[src/sv/arhp_pkg.sv]
// Shared types, codes and helpers for the asynchronous request header packer.
`default_nettype none

package arhp_pkg;

  // Request kinds as they arrive on the request channel
  typedef enum logic [2:0] {
    RT_READ_QUAD  = 3'd0,
    RT_READ_BLOCK = 3'd1,
    RT_WRITE_QUAD = 3'd2,
    RT_WRITE_BLK  = 3'd3,
    RT_LOCK       = 3'd4,
    RT_PHY        = 3'd5
  } req_type_e;

  // Completion status carried with each header word
  typedef enum logic [2:0] {
    ST_OK        = 3'd0,
    ST_BAD_LEN   = 3'd1,
    ST_ADDR_HIGH = 3'd2,
    ST_UNALIGNED = 3'd3,
    ST_NO_NODE   = 3'd4
  } status_e;

  // Transaction codes of the bus protocol
  localparam logic [3:0] TC_WRITE_QUAD  = 4'h0;
  localparam logic [3:0] TC_WRITE_BLOCK = 4'h1;
  localparam logic [3:0] TC_READ_QUAD   = 4'h4;
  localparam logic [3:0] TC_READ_BLOCK  = 4'h5;
  localparam logic [3:0] TC_LOCK        = 4'h9;

  localparam logic [1:0]  RETRY_CODE   = 2'b01;
  localparam logic [31:0] PHY_QUADLET0 = 32'h0000_00E0;
  localparam int unsigned MAX_WORDS    = 4;

  // Register indexes on the configuration port
  localparam logic [1:0] CFG_LOCAL_NODE_ID = 2'd0;
  localparam logic [1:0] CFG_DEFAULT_SPEED = 2'd1;
  localparam logic [1:0] CFG_SWAP_PAYLOAD  = 2'd2;

  typedef struct packed {
    logic [2:0]  req_type;
    logic [5:0]  dest_node;
    logic [31:0] addr_high;
    logic [31:0] addr_low;
    logic [31:0] data_length;
    logic [5:0]  tlabel;
    logic [2:0]  speed_code;
    logic        use_default_speed;
    logic [15:0] ext_tcode;
    logic [31:0] payload;
    logic [31:0] phy_word1;
    logic [31:0] phy_word2;
  } req_t;

  typedef struct packed {
    logic [15:0] local_node_id;
    logic [2:0]  default_speed;
    logic        swap_payload;
  } cfg_t;

  // One built packet: its words, the index of the last one, its status
  typedef struct packed {
    logic                           emit;
    logic [MAX_WORDS-1:0][31:0]     words;
    logic [$clog2(MAX_WORDS)-1:0]   last_idx;
    status_e                        status;
  } pkt_t;

  function automatic logic [31:0] bswap32(input logic [31:0] v);
    return {v[7:0], v[15:8], v[23:16], v[31:24]};
  endfunction

endpackage

`default_nettype wire

[src/sv/arhp_if.sv]
// Valid/ready channel interfaces for requests and header words.
`default_nettype none

interface arhp_req_if;
  logic        valid;
  logic        ready;
  logic [2:0]  req_type;
  logic [5:0]  dest_node;
  logic [31:0] addr_high;
  logic [31:0] addr_low;
  logic [31:0] data_length;
  logic [5:0]  tlabel;
  logic [2:0]  speed_code;
  logic        use_default_speed;
  logic [15:0] ext_tcode;
  logic [31:0] payload;
  logic [31:0] phy_word1;
  logic [31:0] phy_word2;

  modport source (
    output valid, req_type, dest_node, addr_high, addr_low, data_length, tlabel,
           speed_code, use_default_speed, ext_tcode, payload, phy_word1, phy_word2,
    input  ready
  );
  modport sink (
    input  valid, req_type, dest_node, addr_high, addr_low, data_length, tlabel,
           speed_code, use_default_speed, ext_tcode, payload, phy_word1, phy_word2,
    output ready
  );
endinterface

interface arhp_hdr_if;
  logic        valid;
  logic        ready;
  logic [31:0] header_word;
  logic        is_last;
  logic [2:0]  status;

  modport source (output valid, header_word, is_last, status, input ready);
  modport sink (input valid, header_word, is_last, status, output ready);
endinterface

`default_nettype wire

[src/sv/async_request_header_packer_unit.sv]
// Top level of the asynchronous request header packer.
//
//   channel   dir  handshake            payload
//   req_i     in   valid/ready          one request (type, addresses, length, ...)
//   hdr_o     out  valid/ready          header_word, is_last, status
//   cfg_*     in   cfg_we_i, no wait    cfg_idx_i, cfg_data_i
//
// A request is registered on accept, built in the next cycle and loaded into
// the result buffer, which sends one word per cycle while the output is ready:
// 3 or 4 words per request (1 on a rejected request, 0 on an unknown type).
// The next request is taken while the current one drains. Reset clears the
// configuration registers and all valid flags.
// Output stalls hold the current word and back up into the request register.
`default_nettype none

module async_request_header_packer_unit (
  input  logic        clk_i,
  input  logic        rst_ni,
  arhp_req_if.sink    req_i,
  arhp_hdr_if.source  hdr_o,
  input  logic        cfg_we_i,
  input  logic [1:0]  cfg_idx_i,
  input  logic [15:0] cfg_data_i
);
  import arhp_pkg::*;

  cfg_t cfg_q;
  req_t req_q;
  req_t req_in;
  logic s1_valid_q;
  logic s1_take;
  logic emit_ready;
  pkt_t pkt;

  // Write configuration registers
  always_ff @(posedge clk_i or negedge rst_ni) begin
    if (!rst_ni) begin
      cfg_q <= '0;
    end else if (cfg_we_i) begin
      case (cfg_idx_i)
        CFG_LOCAL_NODE_ID: cfg_q.local_node_id <= cfg_data_i;
        CFG_DEFAULT_SPEED: cfg_q.default_speed <= cfg_data_i[2:0];
        CFG_SWAP_PAYLOAD:  cfg_q.swap_payload  <= cfg_data_i[0];
        default: ;
      endcase
    end
  end

  // Gather the request word
  assign req_in = '{
    req_type:          req_i.req_type,
    dest_node:         req_i.dest_node,
    addr_high:         req_i.addr_high,
    addr_low:          req_i.addr_low,
    data_length:       req_i.data_length,
    tlabel:            req_i.tlabel,
    speed_code:        req_i.speed_code,
    use_default_speed: req_i.use_default_speed,
    ext_tcode:         req_i.ext_tcode,
    payload:           req_i.payload,
    phy_word1:         req_i.phy_word1,
    phy_word2:         req_i.phy_word2
  };

  // Drop unknown types, otherwise hand off when the buffer takes the packet
  assign s1_take     = s1_valid_q && (!pkt.emit || emit_ready);
  assign req_i.ready = !s1_valid_q || s1_take;

  always_ff @(posedge clk_i or negedge rst_ni) begin
    if (!rst_ni) begin
      s1_valid_q <= 1'b0;
    end else if (req_i.ready) begin
      s1_valid_q <= req_i.valid;
    end
  end

  always_ff @(posedge clk_i) begin
    if (req_i.valid && req_i.ready) begin
      req_q <= req_in;
    end
  end

  arhp_build u_build (
    .req_i (req_q),
    .cfg_i (cfg_q),
    .pkt_o (pkt)
  );

  arhp_emit u_emit (
    .clk_i        (clk_i),
    .rst_ni       (rst_ni),
    .in_valid_i   (s1_valid_q && pkt.emit),
    .in_ready_o   (emit_ready),
    .pkt_i        (pkt),
    .out_valid_o  (hdr_o.valid),
    .out_ready_i  (hdr_o.ready),
    .out_word_o   (hdr_o.header_word),
    .out_last_o   (hdr_o.is_last),
    .out_status_o (hdr_o.status)
  );

endmodule

`default_nettype wire

[src/sv/arhp_build.sv]
// Header builder: checks one registered request and forms all of its quadlets.
`default_nettype none

module arhp_build (
  input  arhp_pkg::req_t req_i,
  input  arhp_pkg::cfg_t cfg_i,
  output arhp_pkg::pkt_t pkt_o
);
  import arhp_pkg::*;

  logic        known;
  logic        is_phy;
  logic        len_ok;
  logic        len_range;
  logic [3:0]  tcode;
  logic [2:0]  spd;
  logic [31:0] q0;
  logic [31:0] q1;
  logic [31:0] q3;
  status_e     st;

  // Block-length range shared by read block, write block and lock
  assign len_range = (req_i.data_length != 32'd0) && (req_i.data_length[31:16] == 16'd0);
  assign spd = req_i.use_default_speed ? cfg_i.default_speed : req_i.speed_code;

  // Decode tcode and length rule per request kind
  always_comb begin
    known  = 1'b1;
    is_phy = 1'b0;
    tcode  = TC_LOCK;
    len_ok = len_range;
    case (req_i.req_type)
      RT_READ_QUAD: begin
        tcode  = TC_READ_QUAD;
        len_ok = (req_i.data_length == 32'd0) || (req_i.data_length == 32'd4);
      end
      RT_READ_BLOCK: tcode = TC_READ_BLOCK;
      RT_WRITE_QUAD: begin
        tcode  = TC_WRITE_QUAD;
        len_ok = (req_i.data_length == 32'd4);
      end
      RT_WRITE_BLK: tcode = TC_WRITE_BLOCK;
      RT_LOCK:      tcode = TC_LOCK;
      RT_PHY:       is_phy = 1'b1;
      default:      known = 1'b0;
    endcase
  end

  // Pick the first failing check
  always_comb begin
    if (!len_ok) begin
      st = ST_BAD_LEN;
    end else if ((req_i.req_type == RT_LOCK) && (req_i.data_length[1:0] != 2'b00)) begin
      st = ST_UNALIGNED;
    end else if (req_i.addr_high[31:16] != 16'd0) begin
      st = ST_ADDR_HIGH;
    end else if (cfg_i.local_node_id == 16'd0) begin
      st = ST_NO_NODE;
    end else begin
      st = ST_OK;
    end
  end

  // Form the header quadlets
  assign q0 = {13'd0, spd, req_i.tlabel, RETRY_CODE, tcode, 4'd0};
  assign q1 = {cfg_i.local_node_id[15:6], req_i.dest_node, req_i.addr_high[15:0]};

  always_comb begin
    case (req_i.req_type)
      RT_WRITE_QUAD: q3 = cfg_i.swap_payload ? bswap32(req_i.payload) : req_i.payload;
      RT_LOCK:       q3 = {req_i.data_length[15:0], req_i.ext_tcode};
      default:       q3 = {req_i.data_length[15:0], 16'd0};
    endcase
  end

  // Assemble the packet
  always_comb begin
    pkt_o          = '0;
    pkt_o.emit     = known;
    pkt_o.status   = ST_OK;
    if (is_phy) begin
      pkt_o.words[0] = PHY_QUADLET0;
      pkt_o.words[1] = bswap32(req_i.phy_word1);
      pkt_o.words[2] = bswap32(req_i.phy_word2);
      pkt_o.last_idx = 2'd2;
    end else if (st != ST_OK) begin
      pkt_o.status   = st;
      pkt_o.last_idx = 2'd0;
    end else begin
      pkt_o.words[0] = q0;
      pkt_o.words[1] = q1;
      pkt_o.words[2] = req_i.addr_low;
      pkt_o.words[3] = q3;
      pkt_o.last_idx = (req_i.req_type == RT_READ_QUAD) ? 2'd2 : 2'd3;
    end
  end

endmodule

`default_nettype wire

[src/sv/arhp_emit.sv]
// Result buffer: holds one built packet and sends its words one per cycle while the output is ready.
`default_nettype none

module arhp_emit (
  input  logic           clk_i,
  input  logic           rst_ni,
  input  logic           in_valid_i,
  output logic           in_ready_o,
  input  arhp_pkg::pkt_t pkt_i,
  output logic           out_valid_o,
  input  logic           out_ready_i,
  output logic [31:0]    out_word_o,
  output logic           out_last_o,
  output logic [2:0]     out_status_o
);
  import arhp_pkg::*;

  logic                         valid_q, valid_d;
  logic [MAX_WORDS-1:0][31:0]   words_q;
  logic [$clog2(MAX_WORDS)-1:0] idx_q, idx_d;
  logic [$clog2(MAX_WORDS)-1:0] last_q;
  status_e                      st_q;
  logic                         fire;
  logic                         load;

  assign fire        = valid_q && out_ready_i;
  assign in_ready_o  = !valid_q || (out_ready_i && out_last_o);
  assign load        = in_valid_i && in_ready_o;

  assign out_valid_o  = valid_q;
  assign out_word_o   = words_q[idx_q];
  assign out_last_o   = (idx_q == last_q);
  assign out_status_o = st_q;

  // Advance the word index, reload on a new packet
  always_comb begin
    valid_d = valid_q;
    idx_d   = idx_q;
    if (load) begin
      valid_d = 1'b1;
      idx_d   = '0;
    end else if (fire) begin
      if (out_last_o) begin
        valid_d = 1'b0;
      end else begin
        idx_d = idx_q + 1'b1;
      end
    end
  end

  always_ff @(posedge clk_i or negedge rst_ni) begin
    if (!rst_ni) begin
      valid_q <= 1'b0;
      idx_q   <= '0;
    end else begin
      valid_q <= valid_d;
      idx_q   <= idx_d;
    end
  end

  // Hold packet payload
  always_ff @(posedge clk_i) begin
    if (load) begin
      words_q <= pkt_i.words;
      last_q  <= pkt_i.last_idx;
      st_q    <= pkt_i.status;
    end
  end

  a_idx_in_range: assert property (@(posedge clk_i) disable iff (!rst_ni)
    valid_q |-> (idx_q <= last_q))
    else $error("word index past last word");

  a_err_single: assert property (@(posedge clk_i) disable iff (!rst_ni)
    (valid_q && (st_q != ST_OK)) |-> (out_last_o && (out_word_o == 32'd0)))
    else $error("error status not on a single zero word");

  a_stall_hold: assert property (@(posedge clk_i) disable iff (!rst_ni)
    (valid_q && !out_ready_i) |=> (valid_q && $stable(idx_q)))
    else $error("word index moved under stall");

  a_mid_packet: assert property (@(posedge clk_i) disable iff (!rst_ni)
    (fire && !out_last_o) |=> (valid_q && (idx_q == $past(idx_q) + 1'b1)))
    else $error("packet dropped before its last word");

endmodule

`default_nettype wire
[src/flat_wrapper.sv]
// flat-port wrapper written by rule: the top's interface ports become plain ports
module async_request_header_packer_unit_flat import arhp_pkg::*;
  (clk_i, rst_ni, cfg_we_i, cfg_idx_i, cfg_data_i, req_i_valid, req_i_req_type, req_i_dest_node, req_i_addr_high, req_i_addr_low, req_i_data_length, req_i_tlabel, req_i_speed_code, req_i_use_default_speed, req_i_ext_tcode, req_i_payload, req_i_phy_word1, req_i_phy_word2, req_i_ready, hdr_o_valid, hdr_o_header_word, hdr_o_is_last, hdr_o_status, hdr_o_ready);
  arhp_req_if req_i_i ();
  arhp_hdr_if hdr_o_i ();
  input  logic clk_i;
  input  logic rst_ni;
  input  logic cfg_we_i;
  input  logic [1:0] cfg_idx_i;
  input  logic [15:0] cfg_data_i;
  input wire logic [$bits(req_i_i.valid)-1:0] req_i_valid;
  input wire logic [$bits(req_i_i.req_type)-1:0] req_i_req_type;
  input wire logic [$bits(req_i_i.dest_node)-1:0] req_i_dest_node;
  input wire logic [$bits(req_i_i.addr_high)-1:0] req_i_addr_high;
  input wire logic [$bits(req_i_i.addr_low)-1:0] req_i_addr_low;
  input wire logic [$bits(req_i_i.data_length)-1:0] req_i_data_length;
  input wire logic [$bits(req_i_i.tlabel)-1:0] req_i_tlabel;
  input wire logic [$bits(req_i_i.speed_code)-1:0] req_i_speed_code;
  input wire logic [$bits(req_i_i.use_default_speed)-1:0] req_i_use_default_speed;
  input wire logic [$bits(req_i_i.ext_tcode)-1:0] req_i_ext_tcode;
  input wire logic [$bits(req_i_i.payload)-1:0] req_i_payload;
  input wire logic [$bits(req_i_i.phy_word1)-1:0] req_i_phy_word1;
  input wire logic [$bits(req_i_i.phy_word2)-1:0] req_i_phy_word2;
  output wire logic [$bits(req_i_i.ready)-1:0] req_i_ready;
  output wire logic [$bits(hdr_o_i.valid)-1:0] hdr_o_valid;
  output wire logic [$bits(hdr_o_i.header_word)-1:0] hdr_o_header_word;
  output wire logic [$bits(hdr_o_i.is_last)-1:0] hdr_o_is_last;
  output wire logic [$bits(hdr_o_i.status)-1:0] hdr_o_status;
  input wire logic [$bits(hdr_o_i.ready)-1:0] hdr_o_ready;
  assign req_i_i.valid = req_i_valid;
  assign req_i_i.req_type = req_i_req_type;
  assign req_i_i.dest_node = req_i_dest_node;
  assign req_i_i.addr_high = req_i_addr_high;
  assign req_i_i.addr_low = req_i_addr_low;
  assign req_i_i.data_length = req_i_data_length;
  assign req_i_i.tlabel = req_i_tlabel;
  assign req_i_i.speed_code = req_i_speed_code;
  assign req_i_i.use_default_speed = req_i_use_default_speed;
  assign req_i_i.ext_tcode = req_i_ext_tcode;
  assign req_i_i.payload = req_i_payload;
  assign req_i_i.phy_word1 = req_i_phy_word1;
  assign req_i_i.phy_word2 = req_i_phy_word2;
  assign req_i_ready = req_i_i.ready;
  assign hdr_o_valid = hdr_o_i.valid;
  assign hdr_o_header_word = hdr_o_i.header_word;
  assign hdr_o_is_last = hdr_o_i.is_last;
  assign hdr_o_status = hdr_o_i.status;
  assign hdr_o_i.ready = hdr_o_ready;
  async_request_header_packer_unit u_core (.clk_i(clk_i), .rst_ni(rst_ni), .req_i(req_i_i), .hdr_o(hdr_o_i), .cfg_we_i(cfg_we_i), .cfg_idx_i(cfg_idx_i), .cfg_data_i(cfg_data_i));
endmodule
[config.mk]
export PLATFORM = sky130hd
export DESIGN_NAME = async_request_header_packer_unit_flat
export DESIGN_NICKNAME = d
export VERILOG_FILES = /design/src/sv/arhp_pkg.sv /design/src/sv/arhp_if.sv /design/src/sv/async_request_header_packer_unit.sv /design/src/sv/arhp_build.sv /design/src/sv/arhp_emit.sv /design/src/flat_wrapper.sv
export SDC_FILE = /design/constraint.sdc
export NUM_CORES = 1
export LEC_CHECK = 0
export BUFFER_PORTS_ARGS = -buffer_cell sky130_fd_sc_hd__buf_2
export CORE_MARGIN = 2
export CORE_UTILIZATION = 62
export CTS_BUF_LIST = sky130_fd_sc_hd__clkbuf_2 sky130_fd_sc_hd__clkbuf_4 sky130_fd_sc_hd__clkbuf_8
export CTS_CLUSTER_DIAMETER = 100
export CTS_CLUSTER_SIZE = 20
export DETAILED_ROUTE_END_ITERATION = 7
export PLACE_DENSITY_LB_ADDON = 0.3
export RECOVER_POWER = 50
export SLEW_MARGIN = 40
export SYNTH_ARGS = -nofsm -noshare
export SYNTH_HDL_FRONTEND = slang
export SYNTH_HIERARCHICAL = 1
export SYNTH_SLANG_ARGS = --single-unit
[constraint.sdc]
create_clock -name clk_i -period 14.4 [get_ports clk_i]
set_clock_uncertainty 0.15 [all_clocks]
set_input_delay 2.88 -clock clk_i [delete_from_list [all_inputs] [get_ports clk_i]]
set_output_delay 2.88 -clock clk_i [all_outputs]
set_load 0.02 [all_outputs]
==> After elaboration in Yosys (flattened, before gate mapping) <==
Index checks and enable logic that the tools add are counted.
{ "op_classes": {"reduce_logical": 34, "muxes": 23, "n_addsub": 1, "magnitude_cmp": 1, "bitwise_logic": 1, "n_eq_ne": 10} }
{ "op_table": {"columns": ["operator", "n"], "rows": [
  ["98-bit two-way mux", 1],
  ["96-bit two-way mux", 1],
  ["32-bit binary-select mux with 2-bit select", 1],
  ["32-bit two-way mux", 2],
  ["32-bit case mux with 2 select lines", 1],
  ["32-bit by 3-bit equality test with 1-bit output (second input constant)", 1],
  ["16-bit zero test", 2],
  ["32-bit zero test", 1],
  ["32-bit nonzero test", 1],
  ["4-bit case mux with 4 select lines", 1],
  ["16-bit nonzero test", 1],
  ["3-bit two-way mux", 5],
  ["2-bit AND reduction", 5],
  ["1-bit logical AND", 8],
  ["2-bit two-way mux", 4],
  ["3-bit by 2-bit equality test with 1-bit output (second input constant)", 2],
  ["3-bit equality test (second input constant)", 2],
  ["1-bit two-way mux", 6],
  ["2-bit nonzero test", 3],
  ["6-bit OR reduction", 1],
  ["1-bit logical OR", 4],
  ["2-bit OR reduction", 2],
  ["3-bit by 1-bit equality test with 1-bit output (second input constant)", 1],
  ["1-bit zero test", 3],
  ["other kinds (11)", 11]
]} }
{ "totals": {"inputBits": 250, "word_cells": 96, "out_inout_bits": 38, "regBits": 384} }

==> Longest topological paths before layout <==
Gate-level depths: netlist of the first run.
{ "depth": {"depth_word": 8, "mapped_depth": 8} }

==> By module <==
Netlist of the first run, hierarchy kept.
{ "modules_own_cells": {"columns": ["module", "cells_each", "n_inst", "seq_area_each_um2", "area_per_inst_um2"], "rows": [
  ["async_request_header_packer_unit", 276, 1, 7342.0, 7642.3],
  ["arhp_emit", 198, 1, 4068.9, 5016.1],
  ["arhp_build", 271, 1, 0.0, 2078.2]
]} }

==> Worst setup path before layout of the first run <==
Ideal clock, no wire load.
{ "synth_timing": {"kind": "input to register", "start": "in hdr_o_ready", "end": "reg u_core.u_emit.last_q[0] (enable)", "setup_slack_ns": 4.763, "t_arrival_ns": 8.846, "cell_stages": 2, "path_cell_list": "a31oi_1 -> nor2b_1"} }
{ "synth_between": {"elab_chain_len": 3} }
{ "synth_lines": {"columns": ["element", "line", "rtl"], "rows": [
  ["start, declared", "flat_wrapper.sv:29", "input wire logic [$bits(hdr_o_i.ready)-1:0] hdr_o_ready;"],
  ["1-bit logical AND", "arhp_emit.sv:27", "assign in_ready_o = !valid_q || (out_ready_i && out_last_o);"],
  ["1-bit logical OR", "arhp_emit.sv:27", null],
  ["1-bit logical AND", "arhp_emit.sv:28", "assign load = in_valid_i && in_ready_o;"],
  ["via u_core.u_emit.load", "arhp_emit.sv:24", "logic load;"],
  ["end signal, assigned", "arhp_emit.sv:65", "last_q <= pkt_i.last_idx;"],
  ["end, declared", "arhp_emit.sv:21", "logic [$clog2(MAX_WORDS)-1:0] last_q;"]
]} }
The timed path passes the listed nets, and every way through them passes these cells.
A chain may end at the register's enable or synchronous reset.

==> Worst setup path after layout of the first run <==
{ "layout_timing": {"start": "reg u_core/req_q[125] (netlist name)", "end": "reg u_core/u_emit/words_q[12] (netlist name), data pin"} }
{ "layout_between": {"elab_chain_len": 6} }
{ "layout_lines": {"columns": ["element", "line", "rtl"], "rows": [
  ["start, declared", "async_request_header_packer_unit.sv:28", "req_t req_q;"],
  ["start signal, assigned", "async_request_header_packer_unit.sv:79", "req_q <= req_in;"],
  ["32-bit by 3-bit equality test with 1-bit output (tied with other cells)", "arhp_build.sv:35, arhp_build.sv:40", null],
  ["1-bit logical OR / 1-bit logical AND (equally long branches)", "arhp_build.sv:35, arhp_build.sv:23", null],
  ["1-bit case mux with 2 select lines *", "arhp_build.sv:32", "case (req_i.req_type)"],
  ["3-bit two-way mux *", "arhp_build.sv:51", "if (!len_ok) begin"],
  ["3-bit nonzero test *", "arhp_build.sv:86", "end else if (st != ST_OK) begin"],
  ["2-bit OR reduction (no source line) *", null, null],
  ["end signal, assigned", "arhp_emit.sv:64", "words_q <= pkt_i.words;"],
  ["end, declared", "arhp_emit.sv:19", "logic [MAX_WORDS-1:0][31:0] words_q;"]
]} }
Every way passes the cells marked *; elsewhere a longest branch is shown, timed or not.

==> summary.md, run 1 <==
| Metric | Value |
|---|---|
| Min-Delay Path Class | `flop to flop` |
| Yosys reg bits | `384` |
| Setup Buffers After CTS | `0` |
| Post-detail-place hpwl | `20.1 mm` |
| Primary FF master, synth | `edfxtp_1` |
| Grt total ovfl | `0` |
| Reg2Reg Setup Slack | `7190 ps` |
| Clock Tree Root | `clkbuf_8` |
| Initial Util | `0.630` |
| Final Hold Viols | `0` |
| Non-filler cells, final | `1369` |
| Outcome | `finished, violations left` |
| Most frequent cells in the layout | `edfxtp_1, buf_2, a22o_1, nor2_1, mux2_2` |
| Routed wire per std cell | `21.5 um` |
| Pre-CTS WS | `7490 ps` |
| Critical path class | `flop to flop` |
| Syn_area_per_cell | `19.8 sq um` |
| Comb power frac | `0.236` |
| Worst-path maximum fanout | `72` |
| Resize count post-CTS | `0` |
| Clock Power Share | `0.174` |
| Core ar. | `23400 sq um` |
| Setup crit end kind | `flop` |
| Post-CTS Hold Fix Bufs | `0` |
| CTS clk-pin slew, worst paths | `120 ps` |
| Internal power | `2080 uW` |
| P_leak | `0.00598 uW` |
| Routability cong. | `0.770` |
| Area growth, synth to finish | `13.4%` |
| Buffers on Ports | `287` |
| Post-synthesis cell area | `14700 sq um` |
| Initial DRC Count | `626` |
| Post-route cell area | `16700 sq um` |
| Worst setup path start | `u_core/req_q[125]$_DFFE_PP_` |
| First-pass GRT wire length | `43.1 mm` |
| Row cnt | `56` |
| Clock tree from TritonCTS | `yes` |
| Total design power | `2980 uW` |
| DR vias | `7694` |
| Tcrit/Tclk final | `0.500` |
| Worst EP arrival | `7390 ps` |
| Clock Sinks | `384` |
| Maximum root-to-sink buffer count | `3` |
| Layout cells sized above 1 | `0.382` |
| Setup ws final | `7190 ps` |
| Crit start category | `flop` |
| Drt total wl | `29.4 mm` |
| Reg-to-Reg Start | `u_core/req_q[125]$_DFFE_PP_` |
| Worst EP required | `14590 ps` |
| Largest net degree at the start of global routing | `87` |
| Library cells used by synthesis | `54` |
| Maxcap violations | `5` |
| Switching share of total power | `0.300` |
| Crit path time final | `7210 ps` |
| Most common cell after layout, fill and taps aside | `edfxtp_1` |
| Clock buffer count from CTS | `23` |
| DP Cell Count | `1319` |
| Nets@finish | `1276` |
| Global router's overall resource usage | `0.234` |
| Number of global-route vias before repair | `7884` |
| H-tree levels | `1` |
| Slew Viols, Final | `270` |
| Share of power burned in registers | `0.590` |
| Ys async rst share | `0.0625` |
| Die width | `158 um` |
| Total negative slack | `0 ps` |
| Die Ht | `158 um` |
| Unrepaired setup endpoints after global routing | `no` |
| # DRC | `0` |
| Least-Margin Pin Slew | `4010 ps` |
| Post-synth EDFFs | `360` |
| Die area | `25000 sq um` |
| PD cells | `178 nW/um^2` |
| Failing checks | `capacitance limit, slew limit` |
| Sequential area share after synthesis | `0.774` |
| Crit path capture | `u_core/u_emit/words_q[12]$_DFFE_PP_` |
| Post-placement cell area | `16300 sq um` |
| FILL cells | `1531` |
| Worst rel slew slack | `-1.67` |
| NetSw | `893 uW` |
| Worst Reg2Reg Path Length in Cells | `6` |
| Worst r2r dst | `u_core/u_emit/words_q[12]$_DFFE_PP_` |
| DR pass1 iterations | `5` |
| Ports | `288` |
| Achievable Freq | `139 MHz` |
| Post-Synthesis Cells | `745` |
| Initial antenna violation count | `10` |
| Setup-violating endpoint count in the final report | `0` |
| Clock latency on the worst-skew pair | `600 ps` |
| VDD IR-drop max | `0.133 mV` |
| Synthesis Warnings | `6` |
| DRT antenna net count | `0` |
| Vias/cell | `5.62` |
==> logic make-up (layout without fill, tap and decap cells) <==
| kind of cell | after synthesis | after routing | share of synthesized area |
|---|---|---|---|
| buffers and inverters | 63 | 344 | 0.0300 |
| muxes | 87 | 87 | 0.0893 |
| and+or+nand+nor | 97 | 97 | 0.0372 |
| other | 1 | 25 | 0.000254 |
| xor gates and xnor gates | 2 | 2 | 0.00221 |
| AOI/OAI and AO/OA | 111 | 111 | 0.0667 |
| DFF | 384 | 384 | 0.774 |
==> power by group through the flow <==
stage	Combinational, uW	Clock (uW)	Sequential, uW
6_report	701	519	1760
5_1_grt	758	567	1790
4_1_cts	714	529	1750
3_5_place_dp	712	0	1780
3_3_place_gp	695	0	1760
2_1_floorplan	534	0	1770
==> cell type report <==
type	count	area, sq um	area share
Antenna cell	7	17.5	0.00105
Sequential cell	384	11400	0.684
Clock inverter	2	27.5	0.00165
Multi-Input combinational cell	315	2880	0.173
Tap cell	319	399	0.0239
Clock buffer	40	444	0.0266
Inverter	6	23.8	0.00142
Timing Repair Buffer	296	1490	0.0891
==> worst max-delay path, stage by stage, from the launching register on <==
cell	delay, ps
edfxtp_1	460
nor4_1	480
nand4_1	210
o2111ai_1	520
or3_1	1260
clkinvlp_2	2820
and2_1	970
==> per-stage QoR <==
step	util	hold slack [ps]
2_1_floorplan	-	327
3_3_place_gp	0.697	343
3_5_place_dp	0.698	348
4_1_cts	0.718	373
5_1_grt	0.713	396
6_report	0.714	374
==> state kept, by name (all words and copies together) (netlist names) <==
name,cells
u_core/cfg_q,20
u_core/req_q,227
u_core/s1_valid_q,1
u_core/u_emit/idx_q,2
u_core/u_emit/last_q,2
u_core/u_emit/out_status_o,3
u_core/u_emit/out_valid_o,1
u_core/u_emit/words_q,128
==> worst min path at each step <==
| stage | end | cells past startpoint | slack [ps] | start |
|---|---|---|---|---|
| after floorplan | u_core/cfg_q[0]$_DFFE_PN0P_ | 1 | 330 | u_core/cfg_q[0]$_DFFE_PN0P_ |
| after global placement | u_core/cfg_q[6]$_DFFE_PN0P_ | 1 | 340 | u_core/cfg_q[6]$_DFFE_PN0P_ |
| after detailed placement | u_core/cfg_q[6]$_DFFE_PN0P_ | 1 | 350 | u_core/cfg_q[6]$_DFFE_PN0P_ |
| after CTS | u_core/u_emit/words_q[15]$_DFFE_PP_ | 1 | 370 | u_core/req_q[121]$_DFFE_PP_ |
| after global routing | u_core/cfg_q[4]$_DFFE_PN0P_ | 1 | 400 | u_core/cfg_q[4]$_DFFE_PN0P_ |
| final | u_core/cfg_q[7]$_DFFE_PN0P_ | 1 | 370 | u_core/cfg_q[7]$_DFFE_PN0P_ |
==> layer usage <==
layer | global-route usage | share of wire
met3 | 0.0550 | 0.079
met5 | 0 | 0.0013
met1 | 0.312 | 0.40
met2 | 0.393 | 0.49
met4 | 0.0669 | 0.027
==> Yosys cell counts (all sizes together) (2+ instances only) <==
library cell	number	area (sq um)
nand2	4	15.0
nor2b	2	12.5
o2111ai	2	35.0
a211oi	16	175
o21ai	4	20.0
dfrtp	24	601
nor3	2	10.0
nor2	39	146
mux2	36	405
nor4	16	119
nand3b	5	37.5
and2	11	68.8
nand2b	4	25.0
clkbuf	16	60.1
a21oi	2	10.0
or2	2	12.5
mux4	32	721
nor3b	3	38.8
a22o	64	561
a22oi	16	120
nand4	4	25.0
inv	5	23.8
edfxtp	360	10800
xnor2	2	32.5
buf	41	354
mux2i	19	190
Power figures use the tool's default switching activity.
==> run 2: changes to the inputs <==
--- a/config.mk
+++ b/config.mk
@@ -7,7 +7,7 @@
 export LEC_CHECK = 0
 export BUFFER_PORTS_ARGS = -buffer_cell sky130_fd_sc_hd__buf_2
 export CORE_MARGIN = 2
-export CORE_UTILIZATION = 62
+export CORE_UTILIZATION = 57
 export CTS_BUF_LIST = sky130_fd_sc_hd__clkbuf_2 sky130_fd_sc_hd__clkbuf_4 sky130_fd_sc_hd__clkbuf_8
 export CTS_CLUSTER_DIAMETER = 100
 export CTS_CLUSTER_SIZE = 20
==> constraint.sdc (replaced) <==
create_clock -name clk_i -period 7.35 [get_ports clk_i]
set_clock_uncertainty 0.15 [all_clocks]
set_input_delay 1.47 -clock clk_i [delete_from_list [all_inputs] [get_ports clk_i]]
set_output_delay 1.47 -clock clk_i [all_outputs]
set_load 0.02 [all_outputs]
==> summary.md, run 2 (same netlist as run 1, synthesis figures left out) <==
| Metric | Value |
|---|---|
| Initial antenna violation count | `2 (-8)` |
| NetSw | `1740 uW (+95%)` |
| Crit path time final | `5140 ps (-2070 ps)` |
| Clock tree from TritonCTS | `yes` |
| Post-CTS Hold Fix Bufs | `0 (unchanged)` |
| Internal power | `4080 uW (+96%)` |
| DP Cell Count | `1329 (+0.76%)` |
| Clock Tree Root | `clkbuf_8` |
| Hold path cells | `1 (unchanged)` |
| PD cells | `349 nW/um^2 (+96%)` |
| Row cnt | `58 (+3.6%)` |
| Setup-violating endpoint count in the final report | `0 (unchanged)` |
| Number of global-route vias before repair | `7606 (-3.5%)` |
| Unrepaired setup endpoints after global routing | `no` |
| Slew Viols, Final | `198 (-27%)` |
| Max FFs per register | `227 (unchanged)` |
| Clock Sinks | `384 (unchanged)` |
| Switching share of total power | `0.300 (-0.000357)` |
| Reg2Reg Setup Slack | `2210 ps (-4980 ps)` |
| Clock Power Share | `0.174 (about the same)` |
| Initial DRC Count | `728 (+16%)` |
| Most common cell after layout, fill and taps aside | `edfxtp_1` |
| Vias/cell | `5.52 (-1.8%)` |
| Area growth, synth to finish | `13.3% (about the same)` |
| DR vias | `7586 (-1.4%)` |
| Initial Util | `0.584 (-0.0462)` |
| Critical path class | `flop to flop` |
| Largest net degree at the start of global routing | `166 (+91%)` |
| Tcrit/Tclk final | `0.699 (+0.198)` |
| Clock latency on the worst-skew pair | `580 ps (-20 ps)` |
| Maximum root-to-sink buffer count | `3 (unchanged)` |
| Share of power burned in registers | `0.589 (about the same)` |
| Largest reg by FF count | `u_core/req_q` |
| Buffers on Ports | `287 (unchanged)` |
| Layout cells sized above 1 | `0.361 (-0.0201)` |
| Worst Reg2Reg Path Length in Cells | `8 (+2)` |
| Routed wire per std cell | `21.0 um (-2.0%)` |
| Setup crit end kind | `flop` |
| VDD IR-drop max | `0.493 mV (+270%)` |
| Worst-path maximum fanout | `117 (+63%)` |
| Worst EP required | `7420 ps (-7170 ps)` |
| CTS clk-pin slew, worst paths | `120 ps (about the same)` |
| Biggest registers after layout | `u_core/req_q (227), u_core/u_emit/words_q (128), u_core/cfg_q (20)` |
| Nets@finish | `1276 (unchanged)` |
| Final Hold Viols | `0 (unchanged)` |
| Worst rel slew slack | `-1.27 (+0.401)` |
| Most frequent cells in the layout | `edfxtp_1, buf_2, a22o_1, clkbuf_1, nor2_1` |
| Comb power frac | `0.236 (about the same)` |
| Crit path largest cell delay | `1230 ps (-1590 ps)` |
| Min-Delay Path Class | `flop to flop` |
| Outcome | `finished, violations left` |
| Die width | `165 um (+4.2%)` |
| H-tree levels | `1 (unchanged)` |
| Die area | `27200 sq um (+8.5%)` |
| Core ar. | `25300 sq um (+7.9%)` |
| Post-detail-place hpwl | `19.4 mm (-3.2%)` |
| Crit start category | `flop` |
| Resize count post-CTS | `0 (unchanged)` |
| # DRC | `0 (unchanged)` |
| Maxcap violations | `5 (unchanged)` |
| Total negative slack | `0 ps (unchanged)` |
| Ports | `288 (unchanged)` |
| Clock buffer count from CTS | `23 (unchanged)` |
| Failing checks | `capacitance limit, slew limit` |
| Worst EP arrival | `5210 ps (-2180 ps)` |
| Drt total wl | `28.9 mm (-1.6%)` |
| Setup Buffers After CTS | `0 (unchanged)` |
| Non-filler cells, final | `1374 (+0.37%)` |
| Grt total ovfl | `0 (unchanged)` |
| Global router's overall resource usage | `0.213 (-0.0215)` |
| Die Ht | `165 um (+4.2%)` |
| DRT antenna net count | `0 (unchanged)` |
| Worst hold slack | `372 ps (-2.41 ps)` |
| Total design power | `5820 uW (+96%)` |
| FILL cells | `1744 (+14%)` |
| Achievable Freq | `195 MHz (+40%)` |
| Routability cong. | `0.782 (+1.5%)` |
| Least-Margin Pin Slew | `3410 ps (-601 ps)` |
| First-pass GRT wire length | `42.7 mm (-1.0%)` |
| Cells along the critical path | `buf_4 > xnor2_1 > a31oi_1 > inv_1 > nand3b_1 > and2_0 > buf_12 > buf_16` |
| DR pass1 iterations | `5 (unchanged)` |
| Crit-path slowest cell | `and2_0` |
| P_leak | `0.00595 uW (-0.64%)` |
-- run 2: cell types whose count changed in the layout (fill, tap and decap cells not counted), moves of 2 or more --
cell | previous run | this run
buf_4 | 4 | 2
and2_1 | 4 | 9
and2_0 | 6 | 2
buf_2 | 265 | 247
clkbuf_1 | 23 | 42
diode_2 | 7 | 1
-- run 2: cell type report --
| cell class | instances | area [sq um] | area share |
|---|---|---|---|
| antenna | 1 | 2.50 | 0.000150 |
| clock buffer | 40 | 444 | 0.0266 |
| clock inverter | 2 | 23.8 | 0.00142 |
| inverter | 6 | 27.5 | 0.00165 |
| multi-input combinational | 315 | 2870 | 0.172 |
| sequential | 384 | 11400 | 0.684 |
| tap | 330 | 413 | 0.0247 |
| timing repair buffer | 296 | 1500 | 0.0897 |
-- run 2: power by group through the flow --
stage	combinational [uW]	sequential [uW]	clock [uW]
floorplan	1050	3380	0
global placement	1370	3460	0
detailed placement	1390	3490	0
CTS	1390	3440	1040
global route	1490	3490	1120
finish	1380	3430	1010
-- run 2: path summary, 6_finish.rpt --
kind | to | from
setup reg to reg | u_core/req_q[191]$_DFFE_PP_ | u_core/u_emit/idx_q[0]$_DFFE_PN0P_
setup / recovery | u_core/req_q[191]$_DFFE_PP_ | u_core/u_emit/idx_q[0]$_DFFE_PN0P_
hold / removal | u_core/cfg_q[6]$_DFFE_PN0P_ | u_core/cfg_q[6]$_DFFE_PN0P_
max in group asynchronous | u_core/u_emit/idx_q[1]$_DFFE_PN0P_ | rst_ni
hold reg to reg | u_core/cfg_q[6]$_DFFE_PN0P_ | u_core/cfg_q[6]$_DFFE_PN0P_
min in group asynchronous | u_core/cfg_q[3]$_DFFE_PN0P_ | rst_ni
-- run 2: metrics by stage --
step                worst slack (ps)   util  instance area [sq um]
detailed placement              3270  0.647                  16300
finish                          2210  0.661                  16700
CTS                             2720  0.666                  16800
global placement                3330  0.646                  16300
global route                    1750  0.661                  16700
floorplan                       1700      -                  14800
-- run 2: layer usage --
| layer | wire (um) | GRT usage | up-vias |
|---|---|---|---|
| li1 | - | - | 3537 |
| met5 | 13 | 0 | - |
| met1 | 11800 | 0.300 | 3716 |
| met4 | 604 | 0.0518 | 2 |
| met2 | 14500 | 0.355 | 292 |
| met3 | 1930 | 0.0331 | 39 |
-- run 2: worst max-delay path, delay by kind of cell, from the launching register on --
kind                   cells  cell delay (ps)
buffers and inverters      4             1350
AND/OR/NAND/NOR            2             1390
XOR/XNOR                   1              260
flip-flops                 1             1160
AO/OA/AOI/OAI              1              230
